<file path="src/hdl/mtwg_pkg.sv">
// Shared types, constants and word functions of the Mersenne Twister word generator.
package mtwg_pkg;

   localparam int STATE_WORDS   = 624;
   localparam int MIDDLE_OFFSET = 397;
   localparam int WORD_W        = 32;
   localparam int ADDR_W        = $clog2(STATE_WORDS);
   localparam int INDEX_W       = 10;

   typedef logic [WORD_W-1:0]  word_type;
   typedef logic [ADDR_W-1:0]  addr_type;
   typedef logic [INDEX_W-1:0] index_type;

   localparam logic MODE_RESEED = 1'b0;

   localparam word_type HI_BIT       = 32'h8000_0000;
   localparam word_type LO_BITS      = 32'h7fff_ffff;
   localparam word_type TWIST_XOR    = 32'h9908_b0df;
   localparam word_type TEMPER_B     = 32'h9d2c_5680;
   localparam word_type TEMPER_C     = 32'hefc6_0000;
   localparam word_type SEED_MULT    = 32'd6069;
   localparam word_type DEFAULT_SEED = 32'd4357;

   localparam index_type INDEX_FULL     = index_type'(STATE_WORDS);
   localparam index_type INDEX_UNSEEDED = index_type'(STATE_WORDS + 1);
   localparam addr_type  ADDR_LAST      = addr_type'(STATE_WORDS - 1);

   // Status of the seeding sweep as seen by the sequencer.
   typedef struct packed {
      logic     busy;
      logic     done;
      addr_type addr;
      word_type data;
   } seed_stat_type;

   function automatic addr_type next_addr(addr_type k);
      return (k == ADDR_LAST) ? '0 : addr_type'(k + addr_type'(1));
   endfunction

   function automatic addr_type mid_addr(addr_type k);
      logic [ADDR_W:0] sum;
      sum = {1'b0, k} + (ADDR_W+1)'(MIDDLE_OFFSET);
      if (sum >= (ADDR_W+1)'(STATE_WORDS)) begin
         sum = sum - (ADDR_W+1)'(STATE_WORDS);
      end
      return sum[ADDR_W-1:0];
   endfunction

   // y holds the high bit of word k and the low bits of word k+1.
   function automatic word_type twist_word(word_type y, word_type mid);
      word_type w;
      w = mid ^ (y >> 1);
      if (y[0]) begin
         w = w ^ TWIST_XOR;
      end
      return w;
   endfunction

   function automatic word_type temper(word_type v);
      word_type y;
      y = v ^ (v >> 11);
      y = y ^ ((y << 7) & TEMPER_B);
      y = y ^ ((y << 15) & TEMPER_C);
      y = y ^ (y >> 18);
      return y;
   endfunction

endpackage

</file>
<file path="src/hdl/mtwg_seeder.sv">
// Seeding sweep: writes seed, seed*6069, ... into every state word, one per cycle.
module mtwg_seeder (
   input  logic                    clock,
   input  logic                    reset,
   input  logic                    start,
   input  mtwg_pkg::word_type      seed,
   output mtwg_pkg::seed_stat_type stat
);
   import mtwg_pkg::*;

   logic     busy_ff, busy_in;
   addr_type cnt_ff, cnt_in;
   word_type val_ff, val_in;
   logic     last;

   assign last = busy_ff && (cnt_ff == ADDR_LAST);

   always_comb begin
      busy_in = busy_ff;
      cnt_in  = cnt_ff;
      val_in  = val_ff;
      if (start) begin
         busy_in = 1'b1;
         cnt_in  = '0;
         val_in  = seed;
      end else if (busy_ff) begin
         cnt_in = addr_type'(cnt_ff + addr_type'(1));
         val_in = word_type'(val_ff * SEED_MULT);
         if (last) begin
            busy_in = 1'b0;
         end
      end
   end

   always_ff @(posedge clock) begin
      if (reset) begin
         busy_ff <= 1'b0;
         cnt_ff  <= '0;
      end else begin
         busy_ff <= busy_in;
         cnt_ff  <= cnt_in;
      end
      val_ff <= val_in;
   end

   assign stat.busy = busy_ff;
   assign stat.done = last;
   assign stat.addr = cnt_ff;
   assign stat.data = val_ff;
endmodule

</file>
<file path="config.mk">
export PLATFORM = sky130hd
export DESIGN_NAME = mtwg_seeder
export DESIGN_NICKNAME = d
export VERILOG_FILES = /design/src/hdl/mtwg_pkg.sv /design/src/hdl/mtwg_seeder.sv
export SDC_FILE = /design/constraint.sdc
export NUM_CORES = 1
export LEC_CHECK = 0
export BUFFER_PORTS_ARGS = -buffer_cell sky130_fd_sc_hd__buf_2
export CORE_UTILIZATION = 50
export DETAILED_ROUTE_END_ITERATION = 7
export PLACE_DENSITY = 0.69
export SLEW_MARGIN = 25
export SYNTH_ARGS = -nofsm -noshare
export SYNTH_HDL_FRONTEND = slang
export SYNTH_SLANG_ARGS = --single-unit
export TNS_END_PERCENT = 50
</file>
<file path="constraint.sdc">
create_clock -name clock -period 8 [get_ports clock]
set_clock_uncertainty 0.15 [all_clocks]
set_input_delay 0.4 -clock clock [delete_from_list [all_inputs] [get_ports clock]]
set_output_delay 0.4 -clock clock [all_outputs]
set_load 0.03 [all_outputs]
</file>
### Word level (Yosys, flattened, before mapping)

Cells that the tools add are included.
Widths: inputs -> output; s select.

| cells by class | value |
|---|---|
| add/subtract/negate cells | 1 |
| $mul | 1 |
| eq/ne operators | 1 |
| mux-type cells | 5 |
| reduce and logical (&&, ||, !) cells | 3 |

Operators with widths:

| cell | count |
|---|---|
| $mux 32 | 2 |
| $mul 32x13->32 const B | 1 |
| $add 10x1->10 const B | 1 |
| $eq 10x10->1 const B | 1 |
| $mux 1 | 3 |
| $reduce_bool 2->1 | 1 |
| $reduce_or 2->1 | 1 |
| $logic_and 1x1->1 | 1 |

| word-level totals | value |
|---|---|
| register bits | 43 |
| bits of input ports | 35 |
| output and inout bits | 44 |
| logic and storage cells | 14 |

### Longest topological paths before layout

| logic depth | value |
|---|---|
| word-level depth | 5 |
| mapped depth | 20 |
| gate-level depth less buffers | 20 |

### Worst setup path after synthesis

Ideal clock, no wire load.

| path | value |
|---|---|
| path type | reg-to-reg |
| from | reg val_ff[6] |
| to | reg val_ff[27], data pin |
| data arrival time | 5236 ps |
| required time | 7681 ps |
| slack | 2444 ps |
| stages on the path, launching flop included | 19 |
| cell sequence | edfxtp_1 > inv_1 > fa_1 > fa_1 > inv_1 > fa_1 > fa_1 > inv_1 > fa_1 > inv_1 > ha_1 > or3_1 > o211ai_1 > a21oi_2 > o2111ai_2 > nand2_1 > o31a_1 > o21a_1 > o31ai_1 |

| on the way | value |
|---|---|
| word-level cells in the longest chain between the ends | 3 |

Ends and longest elaborated chain:

| what | line | text |
|---|---|---|
| start: declaration | mtwg_seeder.sv:13 | `word_type val_ff, val_in;` |
| start signal: assignment | mtwg_seeder.sv:43 | `val_ff <= val_in;` |
| $mul 32x13->32 | mtwg_seeder.sv:28 | `val_in = word_type'(val_ff * SEED_MULT);` |
| $mux 32 | mtwg_seeder.sv:26 | `end else if (busy_ff) begin` |
| $mux 32 | mtwg_seeder.sv:22 | `if (start) begin` |
| net val_in[27] | mtwg_seeder.sv:13 |  |

The timed path passes the listed nets, and every way through them passes these cells. The select of a mux whose other input is x is not followed.
A chain may end at the register's enable or synchronous reset.

### Final worst setup path

| path | value |
|---|---|
| from | reg val_ff[7] |
| to | reg val_ff[29], data pin |

The elaborated chain is that of the path after synthesis.

==> metrics <==
synth top area cells=fa_1 37%, ha_1 17%, edfxtp_1 12%; WP data arrival=5.75 ns; core area=15800 um2; Layout area overhead=9.33%; total die area=16700 um2; proportion of layout cells with a drive suffix above 1=0.116; Initial Util=0.512; Slew @ Worst Pin=0.774 ns; Setup Crit Path Kind=register to register; Routability Congestion=0.883; Critical Path Fanout Max=6; Min-Delay Path Class=input port to register; Setup Total Neg Slack=0 ns; max cap viols=0; Total GRT Usage=0.240; synthesized area per cell=10.1 um2; # fillers=1387; area fraction of the dominant cell type after synthesis=0.368; fin crit period=5.88 ns; vias in the first global route=5887; syn_nets=1096; Site Rows=46; Synth Cell Area=8100 um2; top_reg_cell synth=edfxtp_1; DP Wirelength=15500 um; antenna diode count=0; chip height=129 um; drt first pass iters=4; Seq/Total Area, Yosys=0.146; post-CTS resize count=0; Worst-path clk slew=0.07 ns; routed vias=5454; Post-CTS Hold Fix Bufs=0; CTS tree=built; fin. max-slew vios=0; Detail Route Antenna Nets=0; Rel. slew slack=0.484; initial antenna violation count=0; CTS Buffer Depth=2; Vias/cell=4.98; TritonCTS Buffers=5; drt wl/cell=16.1 um; clk root buf=clkbuf_16; Mapped Cells=804; EDFF count, synth=32; DR DRC count=0; io pins=79; Fmax=170 MHz; total global routing overflow=0; number of port buffers=78; # setup viols final=0; DRT iter0 DRCs=255; Fin. Hold Viols=0; unrepaired setup endpoints after global routing=false; first-pass GRT wire length=30100 um; postcts setup bufs=0; synth unique cells=47; Clock Sinks=43; Routed WL=17600 um; ys async rst share=0; period utilization=0.735; Req. time, crit path=7.87 ns; area leader, netlist=fa_1; synth warn=0; Startpoint Class=register; Post-layout nets=1170; Die X=129 um; largest net degree at the start of global routing=62; CP Capture Type=register; latest clock arrival within the worst-skew pair=0.30 ns; synthesis-stage register bit count=43; H-tree levels=2; status=finished clean
[worst paths after layout]
| path | slack [ns] | end | cells past startpoint | startpoint |
|---|---|---|---|---|
| worst max register to register | 2.12 | val_ff[29] | 18 | val_ff[7] |
| worst max-delay path | 2.12 | val_ff[29] | 18 | val_ff[7] |
| worst min-delay path | 0.11 | busy_ff | 2 | reset |
| worst min register to register | 0.40 | cnt_ff[1] | 2 | cnt_ff[1] |
[stage by stage]
| step | cells | hold WS, ns | util | worst slack [ns] | cell area [um2] |
|---|---|---|---|---|---|
| 2_1_floorplan | 804 | 0.322 | - | 2.44 | 8100 |
| 6_report | 1095 | 0.105 | 0.560 | 2.12 | 8860 |
| 4_1_cts | 1095 | 0.0931 | 0.560 | 2.15 | 8860 |
| 3_5_place_dp | 1087 | 0.382 | 0.550 | 2.18 | 8710 |
| 5_1_grt | 1095 | 0.115 | 0.560 | 1.83 | 8860 |
| 3_3_place_gp | 1087 | 0.377 | 0.550 | 2.26 | 8710 |
[placed cells by master (no fill, tap or decap), types with 2 or more instances in the layout]
master / n
a31oi_1: 5
and4_1: 2
nand4_1: 4
and2_1: 5
fa_1: 149
o211ai_1: 3
nand2b_1: 5
a21oi_1: 24
buf_2: 78
or2_2: 3
ha_1: 108
nand3b_1: 2
inv_1: 233
a211oi_1: 3
and3_1: 6
o31a_1: 2
mux2_2: 6
nand4b_1: 3
nand3_1: 6
nor2b_1: 2
xor2_1: 26
dfxtp_1: 11
clkbuf_16: 5
nor3_1: 3
nor2_1: 18
o21ai_0: 36
a21o_1: 13
nand2_1: 37
edfxtp_1: 32
xnor2_1: 27
o21a_1: 3
[worst max-delay path, cell delays in order (launching register included)]
cell       delay (ns)
edfxtp_1         0.51
inv_1            0.22
fa_1             0.48
fa_1             0.55
inv_1            0.05
fa_1             0.46
fa_1             0.55
inv_1            0.05
fa_1             0.59
inv_1            0.06
ha_1             0.38
or3_1            0.37
o211ai_1         0.16
a21oi_2          0.15
o2111ai_1        0.27
nand4_1          0.12
a31oi_1          0.21
xor2_1           0.16
o21ai_0          0.09
[registers in the layout, indices dropped and copies added (netlist names)]
| signal | flops |
|---|---|
| val_ff | 32 |
| cnt_ff | 10 |
| busy_ff | 1 |
[Yosys cell counts (all sizes together) (3+ instances only)]
cell type    n
xor2        26
and2         5
buf          4
nand2       37
nand2b       5
a21o        13
nand4        4
or2          3
nand3        6
fa         149
clkbuf       8
ha         108
xnor2       27
o21ai       36
dfxtp       11
a31oi        5
and3         6
o21a         3
nand4b       3
inv        233
a211oi       3
a21oi       25
mux2         6
nor2        18
edfxtp      32
o211ai       3
nor2b        3
nor3         3
[cell families after synthesis]
kind of cell,Yosys count,synth area share
flops,43,0.146
simple gates,99,0.0610
mux,7,0.00958
compound gates,100,0.0763
xor+xnor,53,0.0573
buf+inv,245,0.115
fa+ha+maj,257,0.535
[area by class of cell]
cell class              count  area, um2  area share
clock buffers               5        125      0.0141
clock inverters             3       18.8     0.00212
well taps                 216        270      0.0305
inverters                 233        875      0.0988
multi-input cells         516       5990       0.676
repair buffers             79        398      0.0449
flip-flops and latches     43       1180       0.133
[routing by layer]
metal	vias to the layer above	wire (um)	track usage
met5	-	0	0
met4	0	163	0.0436
met3	12	968	0.0396
met2	105	8110	0.370
met1	2701	8400	0.358
li1	2636	-	-
Power is not shown: default switching activity piles up to over one toggle a cycle in this logic, so the estimate is an artifact.
